## src/rtl/wsp_pkg.sv

```systemverilog
// Shared types and codes for the watch slot pool.
// No dependencies; used by every module in rtl/.
package wsp_pkg;

    localparam int ID_W       = 32;
    localparam int SLOT_NUM_W = 5;
    localparam int RES_VAL_W  = 32;

    localparam logic [ID_W-1:0] NO_ID = '1;

    // command codes
    localparam logic [1:0] CMD_ALLOC  = 2'd0;
    localparam logic [1:0] CMD_DELETE = 2'd1;
    localparam logic [1:0] CMD_CHECK  = 2'd2;

    // status codes
    localparam logic [1:0] ST_OK        = 2'd0;
    localparam logic [1:0] ST_FULL      = 2'd1;
    localparam logic [1:0] ST_NOT_FOUND = 2'd2;

    typedef enum logic [1:0] {
        S_IDLE,
        S_ALLOC,
        S_SEARCH,
        S_UNLINK
    } wsp_state_t;

    // write enables into the slot store
    typedef struct packed {
        logic link_we;
        logic id_we;
        logic val_we;
    } wsp_wr_t;

endpackage

```

## src/rtl/wsp_store.sv

```systemverilog
// Slot store: link, id and value memories with registered reads.
// Depends on wsp_pkg. Link entries never written read as their reset link.
module wsp_store #(
    parameter int POOL_SLOTS = 32,
    parameter int VALUE_BITS = 32
) (
    input  logic                             clk,
    input  logic                             rst_n,
    input  logic                             rd_en,
    input  logic [$clog2(POOL_SLOTS)-1:0]    rd_addr,
    input  wsp_pkg::wsp_wr_t                 wr,
    input  logic [$clog2(POOL_SLOTS)-1:0]    wr_addr,
    input  logic [$clog2(POOL_SLOTS+1)-1:0]  wr_link,
    input  logic [wsp_pkg::ID_W-1:0]         wr_id,
    input  logic [VALUE_BITS-1:0]            wr_val,
    output logic [$clog2(POOL_SLOTS+1)-1:0]  rd_link,
    output logic [wsp_pkg::ID_W-1:0]         rd_id,
    output logic [VALUE_BITS-1:0]            rd_val
);
    import wsp_pkg::*;

    localparam int SLOT_W = $clog2(POOL_SLOTS);
    localparam int LINK_W = $clog2(POOL_SLOTS + 1);

    logic [LINK_W-1:0]     link_mem [POOL_SLOTS];
    logic [ID_W-1:0]       id_mem   [POOL_SLOTS];
    logic [VALUE_BITS-1:0] val_mem  [POOL_SLOTS];

    logic [POOL_SLOTS-1:0] valid_reg;
    logic [LINK_W-1:0]     link_q_reg;
    logic [ID_W-1:0]       rd_id_reg;
    logic [VALUE_BITS-1:0] rd_val_reg;
    logic [SLOT_W-1:0]     rd_addr_reg;
    logic                  rd_valid_reg;

    always_ff @(posedge clk)
    begin
        if (wr.link_we)
        begin
            link_mem[wr_addr] <= wr_link;
        end
        if (wr.id_we)
        begin
            id_mem[wr_addr] <= wr_id;
        end
        if (wr.val_we)
        begin
            val_mem[wr_addr] <= wr_val;
        end
        if (rd_en)
        begin
            link_q_reg   <= link_mem[rd_addr];
            rd_id_reg    <= id_mem[rd_addr];
            rd_val_reg   <= val_mem[rd_addr];
            rd_addr_reg  <= rd_addr;
            rd_valid_reg <= valid_reg[rd_addr];
        end
    end

    always_ff @(posedge clk or negedge rst_n)
    begin
        if (!rst_n)
        begin
            valid_reg <= '0;
        end
        else if (wr.link_we)
        begin
            valid_reg[wr_addr] <= 1'b1;
        end
    end

    assign rd_id  = rd_id_reg;
    assign rd_val = rd_val_reg;

    // reset chain: slot i links to i+1, last slot to null (== POOL_SLOTS)
    assign rd_link = rd_valid_reg ? link_q_reg
                                  : LINK_W'(rd_addr_reg) + LINK_W'(1);

endmodule

```

## src/rtl/watch_slot_pool.sv

```systemverilog
// Watch slot pool: free/active linked lists over a slot store.
// Depends on wsp_pkg and wsp_store.
// A full pool, an unknown command or an empty active list is reported
// straight from idle; an allocate passes through S_ALLOC; a check or a
// delete walks the active list in S_SEARCH, and a delete below the list
// head adds an S_UNLINK step. A miss walks every active slot. The rate
// is set by the list walk: one link per cycle through the store's single
// read port. For a command that leaves idle, busy is high from accept
// until done rises. Reset is asynchronous and restores the empty pool.
module watch_slot_pool #(
    parameter int POOL_SLOTS = 32,
    parameter int VALUE_BITS = 32
) (
    input  logic        clk,
    input  logic        rst_n,
    input  logic        start,
    output logic        busy,
    input  logic [1:0]  cmd,
    input  logic [31:0] target_id,
    input  logic [31:0] watch_value,
    output logic        done,
    output logic [1:0]  status,
    output logic [4:0]  slot_number,
    output logic [31:0] assigned_id,
    output logic        changed,
    output logic [31:0] previous_value
);
    import wsp_pkg::*;

    localparam int SLOT_W = $clog2(POOL_SLOTS);
    localparam int LINK_W = $clog2(POOL_SLOTS + 1);
    localparam logic [LINK_W-1:0] LINK_NULL = LINK_W'(POOL_SLOTS);

    // control state
    wsp_state_t        state_reg, state_next;
    logic [LINK_W-1:0] free_head_reg, free_head_next;
    logic [LINK_W-1:0] active_head_reg, active_head_next;
    logic [ID_W-1:0]   id_cnt_reg, id_cnt_next;
    logic              done_reg, done_next;

    // command held for the duration of the walk
    logic [1:0]            cmd_reg, cmd_next;
    logic [ID_W-1:0]       tid_reg, tid_next;
    logic [VALUE_BITS-1:0] val_reg, val_next;
    logic [SLOT_W-1:0]     cur_reg, cur_next;     // slot being examined
    logic [LINK_W-1:0]     prev_reg, prev_next;   // slot before it, or null
    logic [LINK_W-1:0]     succ_reg, succ_next;   // link to splice on unlink

    // result registers
    logic [1:0]            status_reg, status_next;
    logic [SLOT_NUM_W-1:0] slot_reg, slot_next;
    logic [ID_W-1:0]       res_id_reg, res_id_next;
    logic                  changed_reg, changed_next;
    logic [RES_VAL_W-1:0]  prev_val_reg, prev_val_next;

    // store interface
    logic                  rd_en;
    logic [SLOT_W-1:0]     rd_addr;
    wsp_wr_t               wr;
    logic [SLOT_W-1:0]     wr_addr;
    logic [LINK_W-1:0]     wr_link;
    logic [ID_W-1:0]       wr_id;
    logic [VALUE_BITS-1:0] wr_val;
    logic [LINK_W-1:0]     rd_link;
    logic [ID_W-1:0]       rd_id;
    logic [VALUE_BITS-1:0] rd_val;

    logic [ID_W-1:0] id_inc;
    logic            hit;
    logic            tail;

    wsp_store #(
        .POOL_SLOTS (POOL_SLOTS),
        .VALUE_BITS (VALUE_BITS)
    ) u_store (
        .clk     (clk),
        .rst_n   (rst_n),
        .rd_en   (rd_en),
        .rd_addr (rd_addr),
        .wr      (wr),
        .wr_addr (wr_addr),
        .wr_link (wr_link),
        .wr_id   (wr_id),
        .wr_val  (wr_val),
        .rd_link (rd_link),
        .rd_id   (rd_id),
        .rd_val  (rd_val)
    );

    // ids start at 1 and stick at all ones
    assign id_inc = (id_cnt_reg == NO_ID) ? id_cnt_reg : id_cnt_reg + ID_W'(1);
    assign hit    = (rd_id == tid_reg);
    assign tail   = (rd_link == LINK_NULL);

    assign busy           = (state_reg != S_IDLE);
    assign done           = done_reg;
    assign status         = status_reg;
    assign slot_number    = slot_reg;
    assign assigned_id    = res_id_reg;
    assign changed        = changed_reg;
    assign previous_value = prev_val_reg;

    // next state
    always_comb
    begin
        state_next = state_reg;
        unique case (state_reg)
            S_IDLE:
            begin
                if (start)
                begin
                    unique case (cmd)
                        CMD_ALLOC:
                        begin
                            if (free_head_reg != LINK_NULL)
                            begin
                                state_next = S_ALLOC;
                            end
                        end
                        CMD_DELETE, CMD_CHECK:
                        begin
                            if (active_head_reg != LINK_NULL)
                            begin
                                state_next = S_SEARCH;
                            end
                        end
                        default:
                        begin
                            state_next = S_IDLE;
                        end
                    endcase
                end
            end
            S_ALLOC:
            begin
                state_next = S_IDLE;
            end
            S_SEARCH:
            begin
                priority if (hit)
                begin
                    if (cmd_reg == CMD_DELETE && prev_reg != LINK_NULL)
                    begin
                        state_next = S_UNLINK;
                    end
                    else
                    begin
                        state_next = S_IDLE;
                    end
                end
                else if (tail)
                begin
                    state_next = S_IDLE;
                end
                else
                begin
                    state_next = S_SEARCH;
                end
            end
            S_UNLINK:
            begin
                state_next = S_IDLE;
            end
            default:
            begin
                state_next = S_IDLE;
            end
        endcase
    end

    // datapath, store control and results
    always_comb
    begin
        free_head_next   = free_head_reg;
        active_head_next = active_head_reg;
        id_cnt_next      = id_cnt_reg;
        done_next        = 1'b0;
        cmd_next         = cmd_reg;
        tid_next         = tid_reg;
        val_next         = val_reg;
        cur_next         = cur_reg;
        prev_next        = prev_reg;
        succ_next        = succ_reg;
        status_next      = status_reg;
        slot_next        = slot_reg;
        res_id_next      = res_id_reg;
        changed_next     = changed_reg;
        prev_val_next    = prev_val_reg;
        rd_en            = 1'b0;
        rd_addr          = active_head_reg[SLOT_W-1:0];
        wr               = '0;
        wr_addr          = cur_reg;
        wr_link          = free_head_reg;
        wr_id            = NO_ID;
        wr_val           = '0;

        unique case (state_reg)
            S_IDLE:
            begin
                if (start)
                begin
                    cmd_next      = cmd;
                    tid_next      = target_id;
                    val_next      = VALUE_BITS'(watch_value);
                    prev_next     = LINK_NULL;
                    slot_next     = '0;
                    res_id_next   = '0;
                    changed_next  = 1'b0;
                    prev_val_next = '0;
                    unique case (cmd)
                        CMD_ALLOC:
                        begin
                            cur_next = free_head_reg[SLOT_W-1:0];
                            if (free_head_reg == LINK_NULL)
                            begin
                                status_next = ST_FULL;
                                done_next   = 1'b1;
                            end
                            else
                            begin
                                rd_en   = 1'b1;
                                rd_addr = free_head_reg[SLOT_W-1:0];
                            end
                        end
                        CMD_DELETE, CMD_CHECK:
                        begin
                            cur_next = active_head_reg[SLOT_W-1:0];
                            if (active_head_reg == LINK_NULL)
                            begin
                                status_next = ST_NOT_FOUND;
                                done_next   = 1'b1;
                            end
                            else
                            begin
                                rd_en = 1'b1;
                            end
                        end
                        default:
                        begin
                            status_next = ST_NOT_FOUND;
                            done_next   = 1'b1;
                        end
                    endcase
                end
            end
            S_ALLOC:
            begin
                // rd_link holds the popped slot's successor on the free list
                wr               = '{link_we: 1'b1, id_we: 1'b1, val_we: 1'b1};
                wr_link          = active_head_reg;
                wr_id            = id_inc;
                wr_val           = val_reg;
                free_head_next   = rd_link;
                active_head_next = LINK_W'(cur_reg);
                id_cnt_next      = id_inc;
                status_next      = ST_OK;
                slot_next        = SLOT_NUM_W'(cur_reg);
                res_id_next      = id_inc;
                done_next        = 1'b1;
            end
            S_SEARCH:
            begin
                priority if (hit)
                begin
                    status_next = ST_OK;
                    slot_next   = SLOT_NUM_W'(cur_reg);
                    res_id_next = rd_id;
                    if (cmd_reg == CMD_CHECK)
                    begin
                        wr.val_we     = 1'b1;
                        wr_val        = val_reg;
                        changed_next  = (val_reg != rd_val);
                        prev_val_next = RES_VAL_W'(rd_val);
                        done_next     = 1'b1;
                    end
                    else
                    begin
                        // push onto the free list, clear id and value
                        wr             = '{link_we: 1'b1, id_we: 1'b1, val_we: 1'b1};
                        wr_link        = free_head_reg;
                        wr_id          = NO_ID;
                        wr_val         = '0;
                        free_head_next = LINK_W'(cur_reg);
                        if (prev_reg == LINK_NULL)
                        begin
                            active_head_next = rd_link;
                            done_next        = 1'b1;
                        end
                        else
                        begin
                            succ_next = rd_link;
                        end
                    end
                end
                else if (tail)
                begin
                    status_next = ST_NOT_FOUND;
                    done_next   = 1'b1;
                end
                else
                begin
                    rd_en     = 1'b1;
                    rd_addr   = rd_link[SLOT_W-1:0];
                    prev_next = LINK_W'(cur_reg);
                    cur_next  = rd_link[SLOT_W-1:0];
                end
            end
            S_UNLINK:
            begin
                // second link write: predecessor skips the freed slot
                wr.link_we = 1'b1;
                wr_addr    = prev_reg[SLOT_W-1:0];
                wr_link    = succ_reg;
                done_next  = 1'b1;
            end
            default:
            begin
                done_next = 1'b0;
            end
        endcase
    end

    always_ff @(posedge clk or negedge rst_n)
    begin
        if (!rst_n)
        begin
            state_reg       <= S_IDLE;
            free_head_reg   <= '0;
            active_head_reg <= LINK_NULL;
            id_cnt_reg      <= '0;
            done_reg        <= 1'b0;
        end
        else
        begin
            state_reg       <= state_next;
            free_head_reg   <= free_head_next;
            active_head_reg <= active_head_next;
            id_cnt_reg      <= id_cnt_next;
            done_reg        <= done_next;
        end
    end

    always_ff @(posedge clk)
    begin
        cmd_reg      <= cmd_next;
        tid_reg      <= tid_next;
        val_reg      <= val_next;
        cur_reg      <= cur_next;
        prev_reg     <= prev_next;
        succ_reg     <= succ_next;
        status_reg   <= status_next;
        slot_reg     <= slot_next;
        res_id_reg   <= res_id_next;
        changed_reg  <= changed_next;
        prev_val_reg <= prev_val_next;
    end

endmodule

```

## config.mk

```make
export PLATFORM = sky130hd
export DESIGN_NAME = watch_slot_pool
export DESIGN_NICKNAME = d
export VERILOG_FILES = /design/src/rtl/wsp_pkg.sv /design/src/rtl/wsp_store.sv /design/src/rtl/watch_slot_pool.sv
export SDC_FILE = /design/constraint.sdc
export NUM_CORES = 2
export LEC_CHECK = 0
export BUFFER_PORTS_ARGS = -buffer_cell sky130_fd_sc_hd__buf_2
export CORE_MARGIN = 4
export CORE_UTILIZATION = 50
export DETAILED_ROUTE_END_ITERATION = 16
export PLACE_DENSITY = 0.69
export SLEW_MARGIN = 25
export SYNTH_ARGS = -nofsm -noshare
export SYNTH_HDL_FRONTEND = slang
export SYNTH_HIERARCHICAL = 1
export SYNTH_SLANG_ARGS = --single-unit
```

## constraint.sdc

```tcl
create_clock -name clk -period 7.6 [get_ports clk]
set_clock_uncertainty 0.2 [all_clocks]
set_input_delay 1.52 -clock clk [delete_from_list [all_inputs] [get_ports clk]]
set_output_delay 1.52 -clock clk [all_outputs]
set_load 0.01 [all_outputs]
```

==> metrics.txt <==
count of standard-cell rows 163; count of mapped cells out of synthesis 5162; leakage power figure 38.53 nW; nets 5536; root buffer cell sky130_fd_sc_hd__clkbuf_16; clk sink count 2550; global routing met1 resource utilization 0.3773; drt initial violations 8413; height of the chip 454.6 um; fraction of met3 tracks used by global routing 0.04973; wire length per cell 32.74 um; CTS tree built; GRT busiest layer met2; Cells after DPL 7820; first-pass GRT wire length 384.9 mm; crit share post-route 0.8547; area used by multi-input combinational logic 22140 sq um; CP required 8150 ps; Clock transition at path regs 60 ps; category of the most critical setup path reg -> reg; number of global-route vias before repair 51850; count of non-filler cells in the finished layout 8293; unrepaired setup endpoints after global routing false; Routability Congestion 0.8596; # fillers 14550; number of enable-type register cells in the synthesized netlist 2471; primary flip-flop cell chosen by synthesis mapping sky130_fd_sc_hd__edfxtp_1; pins over their slew limit 0; number of clock buffers inserted by TritonCTS 274; largest registers u_store/id_mem: 1024 flops, u_store/val_mem: 1024 flops, u_store/link_mem: 192 flops; fraction of registers with async set or reset after synthesis 0.03098; area of the mapped netlist 99710 sq um; count of instances resized after the clock tree is built 0; Worst IR Drop VDD 0.0005572 V; GRT overflow 0; kind of start point of the critical path register; count of distinct cell types in the synthesized netlist 69; Yosys top cell area share 0.7442; number of setup buffers added after CTS 0; first-pass iteration count of the detailed router 6; total power 48.18 mW; Total Wirelength 271.5 mm; Setup crit start u_store/rd_id[12]; Final Setup Violations 0; Final Hold Viols 0; number of antenna-violating nets in the routed design 0; Setup crit end kind register; status complete, no violations; Yosys Warn Count 6; ratio of routed vias to standard cells 6.433; total number of vias 53350; pre-CTS WS 1364 ps; origin of the worst min-delay path u_store/valid_reg[7]; Starting Density 0.5040; Syn Nets 5240; core region area 197800 sq um; signal arrival time at the worst endpoint 7050 ps; commonest non-fill, non-tap cells in the layout sky130_fd_sc_hd__edfxtp_1, sky130_fd_sc_hd__mux2i_1, sky130_fd_sc_hd__a22oi_1, sky130_fd_sc_hd__mux4_2, sky130_fd_sc_hd__clkbuf_16; ranking of synthesized cells by area sky130_fd_sc_hd__edfxtp_1, sky130_fd_sc_hd__mux4_2, sky130_fd_sc_hd__mux2i_1, sky130_fd_sc_hd__a22oi_1, sky130_fd_sc_hd__dfrtp_1; critical register-to-register path startpoint u_store/rd_id[12]; min setup slack post-route 1104 ps; maximum number of pins on one net before global-route repair 103; average size of a mapped cell 19.32 sq um; overall fraction of global-route tracks in use 0.2611; Longest Clk Path Bufs 4; sum of negative setup slack 0 ps; Relative slew margins 0.2647; IO Pins 143; Sequential cell area 76180 sq um; port buffer count 142; worst-path maximum fanout 22; floorplan die area 206600 sq um; number of DRC violations after detailed routing 0; later-pin clock latency in the skew report 930 ps; FMAX 153.9 MHz; number of max-cap violations 0; H-Tree Depth 5; most common cell after layout, fill and taps aside sky130_fd_sc_hd__edfxtp_1; WHS 255.8 ps; placed wire-length estimate 155.9 mm; fraction of the yosys area taken by sequential cells 0.7640; Hold WC Path Type reg -> reg; M2 GR Usage 0.4039; slew of the pin with the lowest slew margin 1103 ps; Die Span X 454.6 um; number of hold buffers added after cts 0; initial antenna violation count 10; Yosys reg bits 2550; cell area power density 429.3 nW/um^2; area growth from synthesis to layout 12.57%; post-synth top area cell sky130_fd_sc_hd__edfxtp_1; fraction of final layout cells sized beyond drive strength 1 0.2036; clock period minus worst slack 6496 ps
per-stage QoR:
stage / utilization / instance area (sq um)
final: 0.5674 / 112200
after global routing: 0.5673 / 112200
after CTS: 0.5669 / 112200
after detailed placement: 0.5247 / 103800
after global placement: 0.5246 / 103800
after floorplan: - / 99710
area by class of cell:
cell class	count	area share
Tap cell	2640	0.02943
Inverter	14	0.0004905
Sequential cell	2550	0.6787
Antenna cell	5	0.0001115
Clock inverter	118	0.008472
Timing Repair Buffer	307	0.01946
Multi-Input combinational cell	2311	0.1972
Clock buffer	348	0.06607
synth_stat cells, types with 5 or more instances:
cell / count
sky130_fd_sc_hd__a211oi_1: 5
sky130_fd_sc_hd__a21o_1: 8
sky130_fd_sc_hd__a21oi_1: 49
sky130_fd_sc_hd__a221o_1: 5
sky130_fd_sc_hd__a22o_1: 10
sky130_fd_sc_hd__a22oi_1: 361
sky130_fd_sc_hd__a31oi_1: 8
sky130_fd_sc_hd__and2_1: 180
sky130_fd_sc_hd__and3_1: 10
sky130_fd_sc_hd__and4_1: 5
sky130_fd_sc_hd__buf_1: 6
sky130_fd_sc_hd__buf_2: 93
sky130_fd_sc_hd__buf_4: 64
sky130_fd_sc_hd__buf_6: 29
sky130_fd_sc_hd__clkbuf_1: 94
sky130_fd_sc_hd__dfrtp_1: 78
sky130_fd_sc_hd__edfxtp_1: 2471
sky130_fd_sc_hd__ha_1: 9
sky130_fd_sc_hd__inv_1: 13
sky130_fd_sc_hd__mux2_2: 8
sky130_fd_sc_hd__mux2i_1: 531
sky130_fd_sc_hd__mux4_2: 318
sky130_fd_sc_hd__nand2_1: 174
sky130_fd_sc_hd__nand3_1: 148
sky130_fd_sc_hd__nand4_1: 85
sky130_fd_sc_hd__nor2_1: 65
sky130_fd_sc_hd__nor2b_1: 24
sky130_fd_sc_hd__nor3_1: 17
sky130_fd_sc_hd__nor4_1: 20
sky130_fd_sc_hd__o21ai_0: 44
sky130_fd_sc_hd__o21ai_1: 9
sky130_fd_sc_hd__or2_2: 25
sky130_fd_sc_hd__xnor2_1: 74
sky130_fd_sc_hd__xor2_1: 48
sky130_fd_sc_hd__xor2_2: 5
worst max-delay path, cell delays in order, from the launching register on:
cell,delay (ps)
sky130_fd_sc_hd__edfxtp_1,540
sky130_fd_sc_hd__xor2_1,210
sky130_fd_sc_hd__nor4_1,900
sky130_fd_sc_hd__nand4_1,650
sky130_fd_sc_hd__nor2_1,590
sky130_fd_sc_hd__mux2i_1,200
sky130_fd_sc_hd__o21ai_4,810
sky130_fd_sc_hd__nand2b_2,250
sky130_fd_sc_hd__nor2_4,820
sky130_fd_sc_hd__buf_4,650
sky130_fd_sc_hd__a22oi_1,230
sky130_fd_sc_hd__nand4_1,170
metal layers:
layer  routed length, um  vias up
met4                9472        2
li1                    -    21500
met1              105800    27870
met2              126600     3441
met3               29560      530
met5                  13        -
final timing paths:
| path | to | slack, ps | cells past startpoint |
|---|---|---|---|
| worst min-delay path | u_store/valid_reg[7] | 260 | 1 |
| min in group asynchronous | done | 420 | 1 |
| max in group asynchronous | id_cnt_reg[27] | 5710 | 2 |
| worst max register to register | u_store/rd_val[18] | 1100 | 11 |
| worst max-delay path | u_store/rd_val[18] | 1100 | 11 |
| worst min register to register | u_store/valid_reg[7] | 260 | 1 |
cells by family (layout without fill, tap and decap cells):
family | Yosys count | after routing | synth area share
and+or+nand+nor | 797 | 797 | 0.04299
buffers and inverters | 301 | 787 | 0.01713
other | 0 | 5 | 0
adders and majority gates | 9 | 9 | 0.001129
xor gates and xnor gates | 127 | 127 | 0.01153
AOI/OAI and AO/OA | 521 | 521 | 0.03713
DFF | 2550 | 2550 | 0.7640
muxes | 857 | 857 | 0.1260
report_power, final:
group | total, mW | internal [mW] | leakage, nW | switching (mW)
Combinational | 16.9 | 6.09 | 9.74 | 10.8
Clock | 12.6 | 7.40 | 4.09 | 5.22
Sequential | 18.6 | 18.0 | 24.7 | 0.629
Total | 48.2 | 31.5 | 38.5 | 16.7
No activity file was read; power rests on OpenSTA's default activity.
